$ cat config.mk
export PLATFORM = sky130hd
export DESIGN_NAME = two_body_gravity_step_unit_flat
export DESIGN_NICKNAME = d
export VERILOG_FILES = /design/src/hw/rtl/tgs_pkg.sv /design/src/hw/rtl/tgs_ifs.sv /design/src/hw/rtl/tgs_engine.sv /design/src/hw/rtl/tgs_seq.sv /design/src/hw/rtl/two_body_gravity_step_unit.sv /design/src/flat_wrapper.sv
export VERILOG_INCLUDE_DIRS = /design/src /design/src/hw/rtl
export SDC_FILE = /design/constraint.sdc
export NUM_CORES = 2
export LEC_CHECK = 0
export BUFFER_PORTS_ARGS = -buffer_cell sky130_fd_sc_hd__buf_2
export CELL_PAD_IN_SITES_DETAIL_PLACEMENT = 0
export CELL_PAD_IN_SITES_GLOBAL_PLACEMENT = 2
export CORE_MARGIN = 4
export CORE_UTILIZATION = 43
export CTS_CLUSTER_SIZE = 30
export DETAILED_ROUTE_END_ITERATION = 7
export PLACE_DENSITY = 0.94
export SLEW_MARGIN = 20
export SYNTH_ARGS = -nofsm -noshare
export SYNTH_HDL_FRONTEND = slang
export SYNTH_SLANG_ARGS = --single-unit
$ cat constraint.sdc
create_clock -name clk -period 19.4 [get_ports clk]
set_input_delay 3.88 -clock clk [delete_from_list [all_inputs] [get_ports clk]]
set_output_delay 3.88 -clock clk [all_outputs]
set_load 0.01 [all_outputs]
$ cat src/hw/rtl/two_body_gravity_step_unit_assert.svh
// Assertion macros for the two-body gravity step unit.
// Users must have clk and rst_n in scope; rst_n low disables the check.
`ifndef TWO_BODY_GRAVITY_STEP_UNIT_ASSERT_SVH
`define TWO_BODY_GRAVITY_STEP_UNIT_ASSERT_SVH

// Same-cycle implication.
`define TGS_ASSERT(label, ante, cons, msg) \
  label: assert property (@(posedge clk) disable iff (!rst_n) (ante) |-> (cons)) \
    else $error(msg);

// Next-cycle implication.
`define TGS_ASSERT_NEXT(label, ante, cons, msg) \
  label: assert property (@(posedge clk) disable iff (!rst_n) (ante) |=> (cons)) \
    else $error(msg);

`endif

$ cat src/hw/rtl/tgs_pkg.sv
// Package for the two-body gravity step unit: widths, codes, states, control structs.
// No dependencies.
`timescale 1ns / 1ps

package tgs_pkg;

  // Fixed-point formats
  localparam int FRAC_BITS = 16;
  localparam int UNIT_BITS = 30;
  localparam int POS_W     = 32;
  localparam int ACC_W     = 48;
  localparam int DT_W      = 16;
  localparam int GC_W      = 24;
  localparam int MASS_W    = 20;
  localparam int LIM_W     = 16;

  // Intermediate widths
  localparam int DIFF_W = POS_W + 1;              // offset and its magnitude
  localparam int SQ_W   = 2 * DIFF_W;             // squared distance
  localparam int ROOT_W = DIFF_W;                 // floor sqrt
  localparam int K_W    = GC_W + MASS_W;          // G * mass
  localparam int G_W    = K_W + 2 * FRAC_BITS;    // pull dividend / quotient
  localparam int UNIT_W = UNIT_BITS + 1;          // unit vector component
  localparam int ENG_W  = G_W + UNIT_W + 1;       // engine accumulator
  localparam int ENGB_W = SQ_W;                   // divisor / multiplier operand
  localparam int REM_W  = ENGB_W + 2;             // remainder register
  localparam int CNT_W  = 7;                      // iteration counter

  // Configuration port
  localparam int CFG_IDX_W  = 8;
  localparam int CFG_DATA_W = 24;
  localparam logic [CFG_IDX_W-1:0] CFG_GRAV_CONST  = 8'd0;
  localparam logic [CFG_IDX_W-1:0] CFG_MASS_FIRST  = 8'd1;
  localparam logic [CFG_IDX_W-1:0] CFG_MASS_SECOND = 8'd2;
  localparam logic [CFG_IDX_W-1:0] CFG_STEP_LIMIT  = 8'd3;

  localparam logic [GC_W-1:0]   GRAV_RESET  = 24'd100000;
  localparam logic [MASS_W-1:0] MASS_RESET  = 20'd1000;
  localparam logic [LIM_W-1:0]  LIMIT_RESET = 16'd6554;

  // Input commands
  localparam logic CMD_LOAD = 1'b0;
  localparam logic CMD_STEP = 1'b1;

  typedef enum logic [1:0] {
    OP_MUL,
    OP_DIV,
    OP_SQRT
  } eng_op_t;

  typedef enum logic [4:0] {
    ST_IDLE,
    ST_SQ_X, ST_SQ_Y, ST_ROOT, ST_RSQ,
    ST_K0, ST_G0, ST_K1, ST_G1,
    ST_UX, ST_UY,
    ST_AX0, ST_AY0, ST_AX1, ST_AY1,
    ST_VX0, ST_VY0, ST_PX0, ST_PY0,
    ST_VX1, ST_VY1, ST_PX1, ST_PY1,
    ST_RESULT
  } step_t;

  // Sequencer to datapath
  typedef struct packed {
    logic             start;
    eng_op_t          op;
    logic [CNT_W-1:0] iters;
    step_t            step;
    logic             wb;
    logic             in_ready;
    logic             out_valid;
  } seq_ctrl_t;

  // Datapath to sequencer
  typedef struct packed {
    logic accept;
    logic is_step;
    logic coincident;
    logic integrate;
    logic eng_done;
    logic out_ready;
  } seq_stat_t;

endpackage

$ cat src/hw/rtl/tgs_ifs.sv
// Channel interfaces: item input, result output and configuration write.
// Depends on tgs_pkg.
`timescale 1ns / 1ps

interface tgs_in_if;
  logic                             valid;
  logic                             ready;
  logic                             command;
  logic                             body_select;
  logic signed [tgs_pkg::POS_W-1:0] load_pos_x;
  logic signed [tgs_pkg::POS_W-1:0] load_pos_y;
  logic signed [tgs_pkg::POS_W-1:0] load_vel_x;
  logic signed [tgs_pkg::POS_W-1:0] load_vel_y;
  logic signed [tgs_pkg::ACC_W-1:0] load_acc_x;
  logic signed [tgs_pkg::ACC_W-1:0] load_acc_y;
  logic        [tgs_pkg::DT_W-1:0]  time_step;

  modport source (output valid, command, body_select, load_pos_x, load_pos_y,
                  load_vel_x, load_vel_y, load_acc_x, load_acc_y, time_step,
                  input ready);
  modport sink (input valid, command, body_select, load_pos_x, load_pos_y,
                load_vel_x, load_vel_y, load_acc_x, load_acc_y, time_step,
                output ready);
endinterface

interface tgs_out_if;
  logic                             valid;
  logic                             ready;
  logic signed [tgs_pkg::POS_W-1:0] first_x;
  logic signed [tgs_pkg::POS_W-1:0] first_y;
  logic signed [tgs_pkg::POS_W-1:0] second_x;
  logic signed [tgs_pkg::POS_W-1:0] second_y;
  logic                             coincident;
  logic                             integrated;
  logic                             saturated;

  modport source (output valid, first_x, first_y, second_x, second_y, coincident,
                  integrated, saturated, input ready);
  modport sink (input valid, first_x, first_y, second_x, second_y, coincident,
                integrated, saturated, output ready);
endinterface

interface tgs_cfg_if;
  logic                              valid;
  logic                              ready;
  logic [tgs_pkg::CFG_IDX_W-1:0]     index;
  logic [tgs_pkg::CFG_DATA_W-1:0]    data;

  modport source (output valid, index, data, input ready);
  modport sink (input valid, index, data, output ready);
endinterface

$ cat src/hw/rtl/tgs_engine.sv
// Shared iterative arithmetic unit: shift-add multiply, restoring divide, bit-pair sqrt.
// One bit (two radicand bits for sqrt) per cycle. Depends on tgs_pkg.
`timescale 1ns / 1ps

module tgs_engine (
  input  logic                         clk,
  input  logic                         rst_n,
  input  logic                         start,
  input  tgs_pkg::eng_op_t             op,
  input  logic [tgs_pkg::CNT_W-1:0]    iters,
  input  logic [tgs_pkg::ENG_W-1:0]    a_in,
  input  logic [tgs_pkg::ENGB_W-1:0]   b_in,
  output logic                         busy,
  output logic                         done,
  output logic [tgs_pkg::ENG_W-1:0]    result
);

  localparam int EW = tgs_pkg::ENG_W;
  localparam int BW = tgs_pkg::ENGB_W;
  localparam int RW = tgs_pkg::REM_W;
  localparam int QW = tgs_pkg::G_W;
  localparam int SW = tgs_pkg::SQ_W;

  logic                      busy_r, busy_nxt;
  logic                      done_r, done_nxt;
  tgs_pkg::eng_op_t          op_r, op_nxt;
  logic [tgs_pkg::CNT_W-1:0] cnt_r, cnt_nxt;
  logic [EW-1:0]             a_r, a_nxt;
  logic [BW-1:0]             b_r, b_nxt;
  logic [EW-1:0]             acc_r, acc_nxt;
  logic [RW-1:0]             rem_r, rem_nxt;

  logic [RW-1:0] div_rem, div_diff, sq_rem, sq_trial, sq_diff;
  logic          div_ge, sq_ge;
  logic [EW-1:0] mul_sum;

  // One step of each operation
  always_comb begin
    div_rem  = {rem_r[RW-2:0], a_r[QW-1]};
    div_ge   = (div_rem >= {2'b00, b_r});
    div_diff = div_rem - {2'b00, b_r};
    sq_rem   = {rem_r[RW-3:0], a_r[SW-1:SW-2]};
    sq_trial = {acc_r[RW-3:0], 2'b01};
    sq_ge    = (sq_rem >= sq_trial);
    sq_diff  = sq_rem - sq_trial;
    mul_sum  = acc_r + (b_r[0] ? a_r : '0);
  end

  // Iteration control
  always_comb begin
    busy_nxt = busy_r;
    done_nxt = 1'b0;
    op_nxt   = op_r;
    cnt_nxt  = cnt_r;
    a_nxt    = a_r;
    b_nxt    = b_r;
    acc_nxt  = acc_r;
    rem_nxt  = rem_r;
    if (!busy_r) begin
      if (start) begin
        busy_nxt = 1'b1;
        op_nxt   = op;
        cnt_nxt  = iters;
        a_nxt    = a_in;
        b_nxt    = b_in;
        acc_nxt  = '0;
        rem_nxt  = '0;
      end
    end else begin
      case (op_r)
        tgs_pkg::OP_MUL: begin
          acc_nxt = mul_sum;
          a_nxt   = {a_r[EW-2:0], 1'b0};
          b_nxt   = {1'b0, b_r[BW-1:1]};
        end
        tgs_pkg::OP_DIV: begin
          rem_nxt       = div_ge ? div_diff : div_rem;
          a_nxt[QW-1:0] = {a_r[QW-2:0], div_ge};
        end
        tgs_pkg::OP_SQRT: begin
          rem_nxt = sq_ge ? sq_diff : sq_rem;
          acc_nxt = {acc_r[EW-2:0], sq_ge};
          a_nxt   = {a_r[EW-3:0], 2'b00};
        end
        default: begin
          busy_nxt = 1'b0;
        end
      endcase
      cnt_nxt = cnt_r - 1'b1;
      if (cnt_r == tgs_pkg::CNT_W'(1)) begin
        busy_nxt = 1'b0;
        done_nxt = 1'b1;
      end
    end
  end

  always_ff @(posedge clk) begin
    if (!rst_n) begin
      busy_r <= 1'b0;
      done_r <= 1'b0;
      op_r   <= tgs_pkg::OP_MUL;
    end else begin
      busy_r <= busy_nxt;
      done_r <= done_nxt;
      op_r   <= op_nxt;
    end
    cnt_r <= cnt_nxt;
    a_r   <= a_nxt;
    b_r   <= b_nxt;
    acc_r <= acc_nxt;
    rem_r <= rem_nxt;
  end

  // Result select
  always_comb begin
    case (op_r)
      tgs_pkg::OP_DIV: result = {{(EW-QW){1'b0}}, a_r[QW-1:0]};
      default:         result = acc_r;
    endcase
  end

  assign busy = busy_r;
  assign done = done_r;

endmodule

$ cat src/hw/rtl/tgs_seq.sv
// Sequencer: walks the operation list of a step through the shared engine.
// Depends on tgs_pkg.
`timescale 1ns / 1ps

module tgs_seq (
  input  logic                clk,
  input  logic                rst_n,
  input  tgs_pkg::seq_stat_t  stat,
  output tgs_pkg::seq_ctrl_t  ctrl
);

  tgs_pkg::step_t state_r, state_nxt;
  logic           issued_r, issued_nxt;
  logic           is_op;

  // Next state
  always_comb begin
    state_nxt = state_r;
    case (state_r)
      tgs_pkg::ST_IDLE: begin
        if (stat.accept) begin
          if (!stat.is_step)        state_nxt = tgs_pkg::ST_RESULT;
          else if (!stat.coincident) state_nxt = tgs_pkg::ST_SQ_X;
          else if (stat.integrate)  state_nxt = tgs_pkg::ST_VX0;
          else                      state_nxt = tgs_pkg::ST_RESULT;
        end
      end
      tgs_pkg::ST_RESULT: if (stat.out_ready) state_nxt = tgs_pkg::ST_IDLE;
      tgs_pkg::ST_AY1: begin
        if (stat.eng_done)
          state_nxt = stat.integrate ? tgs_pkg::ST_VX0 : tgs_pkg::ST_RESULT;
      end
      tgs_pkg::ST_PY1: if (stat.eng_done) state_nxt = tgs_pkg::ST_RESULT;
      default: begin
        if (stat.eng_done) state_nxt = tgs_pkg::step_t'(state_r + 1'b1);
      end
    endcase
  end

  // Engine issue tracking
  always_comb begin
    issued_nxt = issued_r;
    if (stat.eng_done)          issued_nxt = 1'b0;
    else if (is_op && !issued_r) issued_nxt = 1'b1;
  end

  always_ff @(posedge clk) begin
    if (!rst_n) begin
      state_r  <= tgs_pkg::ST_IDLE;
      issued_r <= 1'b0;
    end else begin
      state_r  <= state_nxt;
      issued_r <= issued_nxt;
    end
  end

  // Outputs
  always_comb begin
    is_op          = 1'b1;
    ctrl.op        = tgs_pkg::OP_MUL;
    ctrl.iters     = tgs_pkg::CNT_W'(tgs_pkg::DT_W);
    case (state_r)
      tgs_pkg::ST_IDLE, tgs_pkg::ST_RESULT: is_op = 1'b0;
      tgs_pkg::ST_SQ_X, tgs_pkg::ST_SQ_Y, tgs_pkg::ST_RSQ:
        ctrl.iters = tgs_pkg::CNT_W'(tgs_pkg::DIFF_W);
      tgs_pkg::ST_ROOT: begin
        ctrl.op    = tgs_pkg::OP_SQRT;
        ctrl.iters = tgs_pkg::CNT_W'(tgs_pkg::ROOT_W);
      end
      tgs_pkg::ST_K0, tgs_pkg::ST_K1:
        ctrl.iters = tgs_pkg::CNT_W'(tgs_pkg::MASS_W);
      tgs_pkg::ST_G0, tgs_pkg::ST_G1, tgs_pkg::ST_UX, tgs_pkg::ST_UY: begin
        ctrl.op    = tgs_pkg::OP_DIV;
        ctrl.iters = tgs_pkg::CNT_W'(tgs_pkg::G_W);
      end
      tgs_pkg::ST_AX0, tgs_pkg::ST_AY0, tgs_pkg::ST_AX1, tgs_pkg::ST_AY1:
        ctrl.iters = tgs_pkg::CNT_W'(tgs_pkg::UNIT_W);
      default: ctrl.iters = tgs_pkg::CNT_W'(tgs_pkg::DT_W);
    endcase
    ctrl.start     = is_op && !issued_r;
    ctrl.step      = state_r;
    ctrl.wb        = stat.eng_done;
    ctrl.in_ready  = (state_r == tgs_pkg::ST_IDLE);
    ctrl.out_valid = (state_r == tgs_pkg::ST_RESULT);
  end

endmodule

$ cat src/hw/rtl/two_body_gravity_step_unit.sv
// A load goes straight to the result. A step runs the acceleration operations and then,
// if the time step is in range, the integration; coincident bodies skip the accelerations.
// Each engine operation iterates over its bit count; the longest are the 76-bit divides. One item at a time.
// Reset (rst_n low, synchronous): body state zero, registers to defaults, idle.
// Depends on tgs_pkg, tgs_ifs, tgs_engine, tgs_seq and the assertion header.
`timescale 1ns / 1ps
`include "two_body_gravity_step_unit_assert.svh"

module two_body_gravity_step_unit (
  input  logic   clk,
  input  logic   rst_n,
  tgs_in_if.sink    in_bus,
  tgs_out_if.source out_bus,
  tgs_cfg_if.sink   cfg_bus
);

  localparam int PW = tgs_pkg::POS_W;
  localparam int AW = tgs_pkg::ACC_W;
  localparam int EW = tgs_pkg::ENG_W;
  localparam int BW = tgs_pkg::ENGB_W;
  localparam int MW = EW - tgs_pkg::UNIT_BITS;
  localparam logic [MW-1:0] ACC_POS_LIM = {{(MW-AW+1){1'b0}}, {(AW-1){1'b1}}};
  localparam logic [MW-1:0] ACC_NEG_LIM = {{(MW-AW){1'b0}}, 1'b1, {(AW-1){1'b0}}};

  // Body state and configuration
  logic signed [PW-1:0] pos_x_r [2];
  logic signed [PW-1:0] pos_y_r [2];
  logic signed [PW-1:0] vel_x_r [2];
  logic signed [PW-1:0] vel_y_r [2];
  logic signed [AW-1:0] acc_x_r [2];
  logic signed [AW-1:0] acc_y_r [2];
  logic [tgs_pkg::GC_W-1:0]   grav_r;
  logic [tgs_pkg::MASS_W-1:0] mass0_r, mass1_r;
  logic [tgs_pkg::LIM_W-1:0]  limit_r;

  // Scratch
  logic [tgs_pkg::SQ_W-1:0]   sq_r, rsq_r;
  logic [tgs_pkg::ROOT_W-1:0] root_r;
  logic [tgs_pkg::K_W-1:0]    k_r;
  logic [tgs_pkg::G_W-1:0]    g0_r, g1_r;
  logic [tgs_pkg::UNIT_W-1:0] ux_r, uy_r;
  logic [tgs_pkg::DT_W-1:0]   dt_r;
  logic coin_r, integ_r, sat_r;

  tgs_pkg::seq_ctrl_t ctrl;
  tgs_pkg::seq_stat_t stat;
  logic               eng_busy, eng_done;
  logic [EW-1:0]      eng_a, eng_res;
  logic [BW-1:0]      eng_b;

  logic                     in_acc, integ_now;
  logic signed [PW:0]       dx, dy;
  logic [PW:0]              ax, ay;
  logic                     acc_neg, acc_over;
  logic [MW-1:0]            acc_mag, acc_lim, acc_clip;
  logic signed [AW-1:0]     acc_val;
  logic signed [PW-1:0]     mv_base, mv_val;
  logic                     mv_vel, mv_sat;
  logic signed [AW:0]       v_sum;
  logic signed [PW:0]       p_sum;

  // Offsets between the bodies
  always_comb begin
    dx = {pos_x_r[1][PW-1], pos_x_r[1]} - {pos_x_r[0][PW-1], pos_x_r[0]};
    dy = {pos_y_r[1][PW-1], pos_y_r[1]} - {pos_y_r[0][PW-1], pos_y_r[0]};
    ax = dx[PW] ? -dx : dx;
    ay = dy[PW] ? -dy : dy;
  end

  assign in_acc    = in_bus.valid && in_bus.ready;
  assign integ_now = (in_bus.time_step != '0) && (in_bus.time_step < limit_r);

  assign stat.accept     = in_acc;
  assign stat.is_step    = (in_bus.command == tgs_pkg::CMD_STEP);
  assign stat.coincident = (dx == '0) && (dy == '0);
  assign stat.integrate  = ctrl.in_ready ? integ_now : integ_r;
  assign stat.eng_done   = eng_done;
  assign stat.out_ready  = out_bus.ready;

  tgs_seq u_seq (
    .clk   (clk),
    .rst_n (rst_n),
    .stat  (stat),
    .ctrl  (ctrl)
  );

  // Engine operand select
  always_comb begin
    eng_a = '0;
    eng_b = '0;
    case (ctrl.step)
      tgs_pkg::ST_SQ_X: begin eng_a = EW'(ax); eng_b = BW'(ax); end
      tgs_pkg::ST_SQ_Y: begin eng_a = EW'(ay); eng_b = BW'(ay); end
      tgs_pkg::ST_ROOT: eng_a = EW'(sq_r);
      tgs_pkg::ST_RSQ:  begin eng_a = EW'(root_r); eng_b = BW'(root_r); end
      tgs_pkg::ST_K0:   begin eng_a = EW'(grav_r); eng_b = BW'(mass1_r); end
      tgs_pkg::ST_K1:   begin eng_a = EW'(grav_r); eng_b = BW'(mass0_r); end
      tgs_pkg::ST_G0, tgs_pkg::ST_G1: begin
        eng_a = EW'({k_r, {(2 * tgs_pkg::FRAC_BITS){1'b0}}});
        eng_b = rsq_r;
      end
      tgs_pkg::ST_UX: begin
        eng_a = EW'({ax, {tgs_pkg::UNIT_BITS{1'b0}}});
        eng_b = BW'(root_r);
      end
      tgs_pkg::ST_UY: begin
        eng_a = EW'({ay, {tgs_pkg::UNIT_BITS{1'b0}}});
        eng_b = BW'(root_r);
      end
      tgs_pkg::ST_AX0: begin eng_a = EW'(g0_r); eng_b = BW'(ux_r); end
      tgs_pkg::ST_AY0: begin eng_a = EW'(g0_r); eng_b = BW'(uy_r); end
      tgs_pkg::ST_AX1: begin eng_a = EW'(g1_r); eng_b = BW'(ux_r); end
      tgs_pkg::ST_AY1: begin eng_a = EW'(g1_r); eng_b = BW'(uy_r); end
      tgs_pkg::ST_VX0: eng_a = {{(EW-AW){acc_x_r[0][AW-1]}}, acc_x_r[0]};
      tgs_pkg::ST_VY0: eng_a = {{(EW-AW){acc_y_r[0][AW-1]}}, acc_y_r[0]};
      tgs_pkg::ST_VX1: eng_a = {{(EW-AW){acc_x_r[1][AW-1]}}, acc_x_r[1]};
      tgs_pkg::ST_VY1: eng_a = {{(EW-AW){acc_y_r[1][AW-1]}}, acc_y_r[1]};
      tgs_pkg::ST_PX0: eng_a = {{(EW-PW){vel_x_r[0][PW-1]}}, vel_x_r[0]};
      tgs_pkg::ST_PY0: eng_a = {{(EW-PW){vel_y_r[0][PW-1]}}, vel_y_r[0]};
      tgs_pkg::ST_PX1: eng_a = {{(EW-PW){vel_x_r[1][PW-1]}}, vel_x_r[1]};
      tgs_pkg::ST_PY1: eng_a = {{(EW-PW){vel_y_r[1][PW-1]}}, vel_y_r[1]};
      default: eng_a = '0;
    endcase
    case (ctrl.step)
      tgs_pkg::ST_VX0, tgs_pkg::ST_VY0, tgs_pkg::ST_VX1, tgs_pkg::ST_VY1,
      tgs_pkg::ST_PX0, tgs_pkg::ST_PY0, tgs_pkg::ST_PX1, tgs_pkg::ST_PY1:
        eng_b = BW'(dt_r);
      default: ;
    endcase
  end

  tgs_engine u_engine (
    .clk    (clk),
    .rst_n  (rst_n),
    .start  (ctrl.start),
    .op     (ctrl.op),
    .iters  (ctrl.iters),
    .a_in   (eng_a),
    .b_in   (eng_b),
    .busy   (eng_busy),
    .done   (eng_done),
    .result (eng_res)
  );

  // Acceleration: drop unit fraction, clip, apply direction toward the other body
  always_comb begin
    case (ctrl.step)
      tgs_pkg::ST_AX0: acc_neg = dx[PW];
      tgs_pkg::ST_AY0: acc_neg = dy[PW];
      tgs_pkg::ST_AX1: acc_neg = !dx[PW] && (dx != '0);
      default:         acc_neg = !dy[PW] && (dy != '0);
    endcase
    acc_mag  = eng_res[EW-1:tgs_pkg::UNIT_BITS];
    acc_lim  = acc_neg ? ACC_NEG_LIM : ACC_POS_LIM;
    acc_over = (acc_mag > acc_lim);
    acc_clip = acc_over ? acc_lim : acc_mag;
    acc_val  = acc_neg ? -acc_clip[AW-1:0] : acc_clip[AW-1:0];
  end

  // Motion: floor(product / 2^16) added to velocity or position, clipped to 32 bits
  always_comb begin
    mv_vel = 1'b1;
    case (ctrl.step)
      tgs_pkg::ST_VX0: mv_base = vel_x_r[0];
      tgs_pkg::ST_VY0: mv_base = vel_y_r[0];
      tgs_pkg::ST_VX1: mv_base = vel_x_r[1];
      tgs_pkg::ST_VY1: mv_base = vel_y_r[1];
      tgs_pkg::ST_PX0: begin mv_base = pos_x_r[0]; mv_vel = 1'b0; end
      tgs_pkg::ST_PY0: begin mv_base = pos_y_r[0]; mv_vel = 1'b0; end
      tgs_pkg::ST_PX1: begin mv_base = pos_x_r[1]; mv_vel = 1'b0; end
      default:         begin mv_base = pos_y_r[1]; mv_vel = 1'b0; end
    endcase
    v_sum = {{(AW-PW+1){mv_base[PW-1]}}, mv_base}
          + {eng_res[tgs_pkg::DT_W+AW-1], eng_res[tgs_pkg::DT_W+AW-1:tgs_pkg::DT_W]};
    p_sum = {mv_base[PW-1], mv_base}
          + {eng_res[tgs_pkg::DT_W+PW-1], eng_res[tgs_pkg::DT_W+PW-1:tgs_pkg::DT_W]};
    mv_sat = 1'b0;
    if (mv_vel) begin
      if (v_sum[AW:PW-1] != {(AW-PW+2){v_sum[AW]}}) begin
        mv_sat = 1'b1;
        mv_val = v_sum[AW] ? {1'b1, {(PW-1){1'b0}}} : {1'b0, {(PW-1){1'b1}}};
      end else begin
        mv_val = v_sum[PW-1:0];
      end
    end else begin
      if (p_sum[PW] != p_sum[PW-1]) begin
        mv_sat = 1'b1;
        mv_val = p_sum[PW] ? {1'b1, {(PW-1){1'b0}}} : {1'b0, {(PW-1){1'b1}}};
      end else begin
        mv_val = p_sum[PW-1:0];
      end
    end
  end

  // Configuration registers
  always_ff @(posedge clk) begin
    if (!rst_n) begin
      grav_r  <= tgs_pkg::GRAV_RESET;
      mass0_r <= tgs_pkg::MASS_RESET;
      mass1_r <= tgs_pkg::MASS_RESET;
      limit_r <= tgs_pkg::LIMIT_RESET;
    end else if (cfg_bus.valid) begin
      case (cfg_bus.index)
        tgs_pkg::CFG_GRAV_CONST:  grav_r  <= cfg_bus.data[tgs_pkg::GC_W-1:0];
        tgs_pkg::CFG_MASS_FIRST:  mass0_r <= cfg_bus.data[tgs_pkg::MASS_W-1:0];
        tgs_pkg::CFG_MASS_SECOND: mass1_r <= cfg_bus.data[tgs_pkg::MASS_W-1:0];
        tgs_pkg::CFG_STEP_LIMIT:  limit_r <= cfg_bus.data[tgs_pkg::LIM_W-1:0];
        default: ;
      endcase
    end
  end

  // Body state: loads, engine write-back
  always_ff @(posedge clk) begin
    if (!rst_n) begin
      for (int b = 0; b < 2; b++) begin
        pos_x_r[b] <= '0;
        pos_y_r[b] <= '0;
        vel_x_r[b] <= '0;
        vel_y_r[b] <= '0;
        acc_x_r[b] <= '0;
        acc_y_r[b] <= '0;
      end
      coin_r  <= 1'b0;
      integ_r <= 1'b0;
      sat_r   <= 1'b0;
    end else if (in_acc) begin
      coin_r  <= stat.is_step && stat.coincident;
      integ_r <= stat.is_step && integ_now;
      sat_r   <= 1'b0;
      dt_r    <= in_bus.time_step;
      if (!stat.is_step) begin
        pos_x_r[in_bus.body_select] <= in_bus.load_pos_x;
        pos_y_r[in_bus.body_select] <= in_bus.load_pos_y;
        vel_x_r[in_bus.body_select] <= in_bus.load_vel_x;
        vel_y_r[in_bus.body_select] <= in_bus.load_vel_y;
        acc_x_r[in_bus.body_select] <= in_bus.load_acc_x;
        acc_y_r[in_bus.body_select] <= in_bus.load_acc_y;
      end
    end else if (ctrl.wb) begin
      case (ctrl.step)
        tgs_pkg::ST_SQ_X: sq_r   <= eng_res[tgs_pkg::SQ_W-1:0];
        tgs_pkg::ST_SQ_Y: sq_r   <= sq_r + eng_res[tgs_pkg::SQ_W-1:0];
        tgs_pkg::ST_ROOT: root_r <= eng_res[tgs_pkg::ROOT_W-1:0];
        tgs_pkg::ST_RSQ:  rsq_r  <= eng_res[tgs_pkg::SQ_W-1:0];
        tgs_pkg::ST_K0, tgs_pkg::ST_K1: k_r <= eng_res[tgs_pkg::K_W-1:0];
        tgs_pkg::ST_G0:   g0_r   <= eng_res[tgs_pkg::G_W-1:0];
        tgs_pkg::ST_G1:   g1_r   <= eng_res[tgs_pkg::G_W-1:0];
        tgs_pkg::ST_UX:   ux_r   <= eng_res[tgs_pkg::UNIT_W-1:0];
        tgs_pkg::ST_UY:   uy_r   <= eng_res[tgs_pkg::UNIT_W-1:0];
        tgs_pkg::ST_AX0: begin acc_x_r[0] <= acc_val; sat_r <= sat_r | acc_over; end
        tgs_pkg::ST_AY0: begin acc_y_r[0] <= acc_val; sat_r <= sat_r | acc_over; end
        tgs_pkg::ST_AX1: begin acc_x_r[1] <= acc_val; sat_r <= sat_r | acc_over; end
        tgs_pkg::ST_AY1: begin acc_y_r[1] <= acc_val; sat_r <= sat_r | acc_over; end
        tgs_pkg::ST_VX0: begin vel_x_r[0] <= mv_val; sat_r <= sat_r | mv_sat; end
        tgs_pkg::ST_VY0: begin vel_y_r[0] <= mv_val; sat_r <= sat_r | mv_sat; end
        tgs_pkg::ST_VX1: begin vel_x_r[1] <= mv_val; sat_r <= sat_r | mv_sat; end
        tgs_pkg::ST_VY1: begin vel_y_r[1] <= mv_val; sat_r <= sat_r | mv_sat; end
        tgs_pkg::ST_PX0: begin pos_x_r[0] <= mv_val; sat_r <= sat_r | mv_sat; end
        tgs_pkg::ST_PY0: begin pos_y_r[0] <= mv_val; sat_r <= sat_r | mv_sat; end
        tgs_pkg::ST_PX1: begin pos_x_r[1] <= mv_val; sat_r <= sat_r | mv_sat; end
        tgs_pkg::ST_PY1: begin pos_y_r[1] <= mv_val; sat_r <= sat_r | mv_sat; end
        default: ;
      endcase
    end
  end

  // Ports
  assign in_bus.ready       = ctrl.in_ready;
  assign cfg_bus.ready      = 1'b1;
  assign out_bus.valid      = ctrl.out_valid;
  assign out_bus.first_x    = pos_x_r[0];
  assign out_bus.first_y    = pos_y_r[0];
  assign out_bus.second_x   = pos_x_r[1];
  assign out_bus.second_y   = pos_y_r[1];
  assign out_bus.coincident = coin_r;
  assign out_bus.integrated = integ_r;
  assign out_bus.saturated  = sat_r;

  // Checks
  `TGS_ASSERT(a_idle_engine, in_bus.ready, !eng_busy, "engine busy while accepting beats")
  `TGS_ASSERT_NEXT(a_load_result, in_acc && (in_bus.command == tgs_pkg::CMD_LOAD), out_bus.valid, "load beat did not produce a result next cycle")
  `TGS_ASSERT(a_wb_in_op, ctrl.wb, (ctrl.step != tgs_pkg::ST_IDLE) && (ctrl.step != tgs_pkg::ST_RESULT), "engine finished outside an operation step")
  `TGS_ASSERT(a_integ_gate, ctrl.step == tgs_pkg::ST_VX0, integ_r, "integration entered with time step out of range")

endmodule

$ cat src/flat_wrapper.sv
// flat-port wrapper written by rule: the top's interface ports become plain ports
module two_body_gravity_step_unit_flat 
  (clk, rst_n, in_bus_valid, in_bus_command, in_bus_body_select, in_bus_load_pos_x, in_bus_load_pos_y, in_bus_load_vel_x, in_bus_load_vel_y, in_bus_load_acc_x, in_bus_load_acc_y, in_bus_time_step, in_bus_ready, out_bus_valid, out_bus_first_x, out_bus_first_y, out_bus_second_x, out_bus_second_y, out_bus_coincident, out_bus_integrated, out_bus_saturated, out_bus_ready, cfg_bus_valid, cfg_bus_index, cfg_bus_data, cfg_bus_ready);
  tgs_in_if in_bus_i ();
  tgs_out_if out_bus_i ();
  tgs_cfg_if cfg_bus_i ();
  input  logic clk;
  input  logic rst_n;
  input wire logic [$bits(in_bus_i.valid)-1:0] in_bus_valid;
  input wire logic [$bits(in_bus_i.command)-1:0] in_bus_command;
  input wire logic [$bits(in_bus_i.body_select)-1:0] in_bus_body_select;
  input wire logic [$bits(in_bus_i.load_pos_x)-1:0] in_bus_load_pos_x;
  input wire logic [$bits(in_bus_i.load_pos_y)-1:0] in_bus_load_pos_y;
  input wire logic [$bits(in_bus_i.load_vel_x)-1:0] in_bus_load_vel_x;
  input wire logic [$bits(in_bus_i.load_vel_y)-1:0] in_bus_load_vel_y;
  input wire logic [$bits(in_bus_i.load_acc_x)-1:0] in_bus_load_acc_x;
  input wire logic [$bits(in_bus_i.load_acc_y)-1:0] in_bus_load_acc_y;
  input wire logic [$bits(in_bus_i.time_step)-1:0] in_bus_time_step;
  output wire logic [$bits(in_bus_i.ready)-1:0] in_bus_ready;
  output wire logic [$bits(out_bus_i.valid)-1:0] out_bus_valid;
  output wire logic [$bits(out_bus_i.first_x)-1:0] out_bus_first_x;
  output wire logic [$bits(out_bus_i.first_y)-1:0] out_bus_first_y;
  output wire logic [$bits(out_bus_i.second_x)-1:0] out_bus_second_x;
  output wire logic [$bits(out_bus_i.second_y)-1:0] out_bus_second_y;
  output wire logic [$bits(out_bus_i.coincident)-1:0] out_bus_coincident;
  output wire logic [$bits(out_bus_i.integrated)-1:0] out_bus_integrated;
  output wire logic [$bits(out_bus_i.saturated)-1:0] out_bus_saturated;
  input wire logic [$bits(out_bus_i.ready)-1:0] out_bus_ready;
  input wire logic [$bits(cfg_bus_i.valid)-1:0] cfg_bus_valid;
  input wire logic [$bits(cfg_bus_i.index)-1:0] cfg_bus_index;
  input wire logic [$bits(cfg_bus_i.data)-1:0] cfg_bus_data;
  output wire logic [$bits(cfg_bus_i.ready)-1:0] cfg_bus_ready;
  assign in_bus_i.valid = in_bus_valid;
  assign in_bus_i.command = in_bus_command;
  assign in_bus_i.body_select = in_bus_body_select;
  assign in_bus_i.load_pos_x = in_bus_load_pos_x;
  assign in_bus_i.load_pos_y = in_bus_load_pos_y;
  assign in_bus_i.load_vel_x = in_bus_load_vel_x;
  assign in_bus_i.load_vel_y = in_bus_load_vel_y;
  assign in_bus_i.load_acc_x = in_bus_load_acc_x;
  assign in_bus_i.load_acc_y = in_bus_load_acc_y;
  assign in_bus_i.time_step = in_bus_time_step;
  assign in_bus_ready = in_bus_i.ready;
  assign out_bus_valid = out_bus_i.valid;
  assign out_bus_first_x = out_bus_i.first_x;
  assign out_bus_first_y = out_bus_i.first_y;
  assign out_bus_second_x = out_bus_i.second_x;
  assign out_bus_second_y = out_bus_i.second_y;
  assign out_bus_coincident = out_bus_i.coincident;
  assign out_bus_integrated = out_bus_i.integrated;
  assign out_bus_saturated = out_bus_i.saturated;
  assign out_bus_i.ready = out_bus_ready;
  assign cfg_bus_i.valid = cfg_bus_valid;
  assign cfg_bus_i.index = cfg_bus_index;
  assign cfg_bus_i.data = cfg_bus_data;
  assign cfg_bus_ready = cfg_bus_i.ready;
  two_body_gravity_step_unit u_core (.clk(clk), .rst_n(rst_n), .in_bus(in_bus_i), .out_bus(out_bus_i), .cfg_bus(cfg_bus_i));
endmodule
==> results.txt <==
* Ratio of routed vias to standard cells: 6.800
- Number of standard cells after synthesis: 9992
- After synthesis, the largest family of logic cells by area is compound AO/OA/AOI/OAI gates.
- Number of detailed-route iterations in the first pass: 8
- The Yosys step of the flow raised 0 warnings.
* Hold/Removal Path Class: reg2reg
* Sum of routed wire length over all layers: approximately 480 mm
- Clock H-tree levels: 4
* Most used cells in the layout excluding fill and tap cells: 1244 x nand2_1, 1243 x edfxtp_1, 813 x a21oi_1, 642 x nor2_1, 639 x o21ai_0
- For met3 alone, demand over resource in global routing was 0.1452.
- Die height: ~470 um
* Clock tree from TritonCTS: built
- Fraction of layout instances using a drive strength above 1: 0.1104
* Antenna violations before repair: between 70 and 80
- Post-DRT Antenna Nets: 0
- Via count of the first global-routing pass: 82.02k
* Worst relative slew slack: 0.08814
* Pin count of the biggest net entering global routing: 147
- For this run, the leading register cell type out of synthesis is edfxtp_1.
- The largest individual stage delay along the critical path comes from the cell nor4_1.
- Area fraction in compound gates after synthesis: 0.2531
* Crit path capture type: register
* Count of standard-cell rows: ~170
- Portion of the post-synthesis area used by sequential elements: 0.4245
- Most utilized layer in the global route result: met2
* Clock-pin transition on the worst setup and hold timing paths: roughly 0.06 ns
- Overall power after layout: 0.02163 W
* Most common library cell in the layout ignoring fill and taps: nand2_1
- XOR/XNOR share of the synthesized area: 0.04108
* Total of flip-flops plus latches after synthesis: between 1k and 1.5k
* Wire length per cell: between 30 and 40 um
- Of the total synthesized cell area, the portion taken by AND, OR, NAND and NOR gates is 0.1513.
- Final hold vios: 0
* Total Negative Setup Slacks: 0 ns
- Post-CTS setup buffers: 0
- Relative to the synthesized area, the layout overhead comes to 11.96%.
* Worst IR Drop VDD: 338.5 uV
* Area of the mapped netlist: 92320 um2
- Of the post-synthesis cell area, the dominant cell type holds 0.4043.
* Post-DP HPWL: 372.7 mm
- By startpoint and endpoint, the worst setup path is classified as reg2reg.
- Largest fanout on the critical path: between 60 and 70
- Total congestion overflow after global routing: 0
- The smallest clock period supported by the final layout is computed as 11.78 ns.
* Upper clock frequency limit: 0.08488 GHz
- For the pin with the worst max-slew slack, the measured transition is 1.368 ns.
* Number of cells upsized or downsized after cts: 0
- Vias post-DR: 89.81k
- Measured on the finished design, the core utilization comes to 0.4854.
* Global routing met1 resource utilization: 0.5294
- Fin nets: 10.99k
* Placer Congestion: 1.124
- Floorplan die area: 222200 um2
- Status: finished with violations
- When the netlist entered floorplanning its net count stood at 10.77k.
- Of the total synthesized cell area, the portion taken by full adders, half adders and majority gates is 0.06866.
- DRC viols: 13
- Power density cells: 209.2 nW/um2
- Delay contributed by the slowest stage of the critical path: approximately 0.94 ns
- Max-cap violations in this run came to 0.
- In the global route stage, met2 resource usage came out at 0.5817.
* Mapped Avg Cell Area: 9.240 um2
- Area of the core: 212900 um2
- Counting tap cells, the placed design contains a total of approximately 13k instances.
- The checks that failed: DRC.
* Total clock sinks: about 1.3k
- Category of the worst setup path launch point: register
- The synthesized design spends more area on one cell type than any other, namely edfxtp_1.
- Width of the die: 471.4 um
- The number of hold buffers added after CTS was 0.
- Root cell of the clock tree: clkbuf_16
- The number of clock buffers added by TritonCTS is around 150.
- For the worst setup path, the data arrival time is approximately 12 ns.
- The clock passes through at most 3 buffers.
* Global-route wire length before repair: 653.2 mm
- The final count of pins violating max slew is 0.
* Source-to-sink clock delay at the later pin of the worst-skew pair: 0.88 ns
- Setup violations remaining at the end of the flow were counted as 0.
- In the global route stage, overall resource usage came out at 0.4141.
- Setup repair after global routing left no endpoint under its margin.
- EDFF count, synth: 1243
- At the worst endpoint, the required time is 20.09 ns.
- In this run the static leakage power is about 40 nW.
- After synthesis, the share of cell area in mux cells is 0.01911.
- The initial utilization of the core area, before any placement, comes to 0.4336.
* Post-route non-filler standard cell count: roughly 13k
- Final setup skew: 0.06459 ns
- After synthesis, the netlist uses 103 different library cells.
* Share of flip-flops with an asynchronous set or reset: 0
- Buffers added on ports: 411
- Ranking of synthesized cells by area: edfxtp_1 40%, ha_1 6.7%, nand2_1 5.1%
- Boundary Pins: 413
- For this block, the initial DRC count from the detailed router was ~15k.
- Worst R2R Setup Slack: between 7 and 8 ns
- Tcrit/Tclk final: 0.6073
power breakdown:
part	internal (W)	leakage, nW	total [W]	switching (W)
combinational	0.00423	24.6	0.0139	0.00972
sequential	0.00416	13.0	0.00467	0.000507
clock	0.00167	2.46	0.00302	0.00135
cells by family (layout without fill, tap and decap cells):
group           Yosys count  after routing
compound gates         3500           3500
xor+xnor                433            433
fa+ha+maj               503            503
buf+inv                1022           1363
flops                  1336           1336
mux                     170            170
other cells               1             54
simple gates           3027           3027
worst max-delay path: cells and delay by family, from the launching register on:
family / cells / cell delay (ns)
AOI/OAI and AO/OA: 13 / 4.74
xor gates and xnor gates: 1 / 0.18
adders and majority gates: 4 / 1.66
buffers and inverters: 4 / 1.25
DFF: 1 / 0.47
and+or+nand+nor: 10 / 3.26
cells in the mapped netlist, types with 22 or more instances:
cell and n:
a211o_1 22, a211oi_1 85, a21o_1 320, a21oi_1 818
a221o_1 25, a221oi_1 81, a222oi_1 128, a22o_1 126
a22oi_1 212, a31oi_1 96, and2_1 147, and3_1 87
and4_1 24, buf_1 68, clkbuf_1 530, dfxtp_1 93
edfxtp_1 1243, ha_1 497, inv_1 394, mux2_2 50
mux2i_1 120, nand2_1 1249, nand2b_1 69, nand3_1 252
nand4_1 125, nor2_1 657, nor2b_1 59, nor3_1 130
nor3b_1 26, nor4_1 54, o211ai_1 206, o21a_1 92
o21ai_0 670, o21ai_1 45, o21bai_1 72, o22ai_1 130
o311ai_1 31, o31ai_1 70, or2_2 22, or3_1 50
or4_1 24, xnor2_1 244, xor2_1 189
layer usage:
| metal | routed length (um) | part of all wire | up-vias |
|---|---|---|---|
| met5 | 343 | 0.00072 | - |
| met4 | 40860 | 0.086 | 28 |
| met3 | 62430 | 0.13 | 1351 |
| met2 | 192600 | 0.40 | 6276 |
| met1 | 181400 | 0.38 | 43701 |
| li1 | - | - | 38454 |
worst paths after layout:
kind	start	end	depth (start not counted)
worst max-delay path	u_core.pos_y_r[1][0]	u_core.acc_x_r[1][42]	32
worst min-delay path	u_core.mass1_r[4]	u_core.mass1_r[4]	2
worst max register to register	u_core.pos_y_r[1][0]	u_core.acc_x_r[1][42]	32
worst min register to register	u_core.mass1_r[4]	u_core.mass1_r[4]	2
metrics by stage:
step	setup slack, ns	instance area (um2)	hold slack (ns)
after floorplan	9.150	92320	0.4357
after global placement	7.539	97890	0.4435
after detailed placement	7.953	97950	0.4475
after CTS	7.927	103100	0.4555
after global routing	7.221	103300	0.4788
final	7.619	103400	0.4534
state kept, by name (all words and copies together), names as in the netlist, 64 cells and up:
name                   flops
u_core.u_engine.a_r      108
u_core.u_engine.acc_r    108
u_core.acc_x_r            96
u_core.acc_y_r            96
u_core.g0_r               76
u_core.g1_r               76
u_core.u_engine.rem_r     67
u_core.rsq_r              66
u_core.sq_r               66
u_core.u_engine.b_r       66
u_core.pos_x_r            64
u_core.pos_y_r            64
u_core.vel_x_r            64
u_core.vel_y_r            64
cell type report:
| type | instances | area [um2] |
|---|---|---|
| well taps | 2821 | 3530 |
| flip-flops and latches | 1336 | 39200 |
| clock buffers | 180 | 3971 |
| multi-input cells | 7634 | 49720 |
| fillers | 20071 | 109600 |
| clock inverters | 103 | 1170 |
| diodes | 53 | 132.6 |
| inverters | 397 | 1498 |
| repair buffers | 683 | 4151 |
Note: power is estimated with default switching activity, not from simulation.
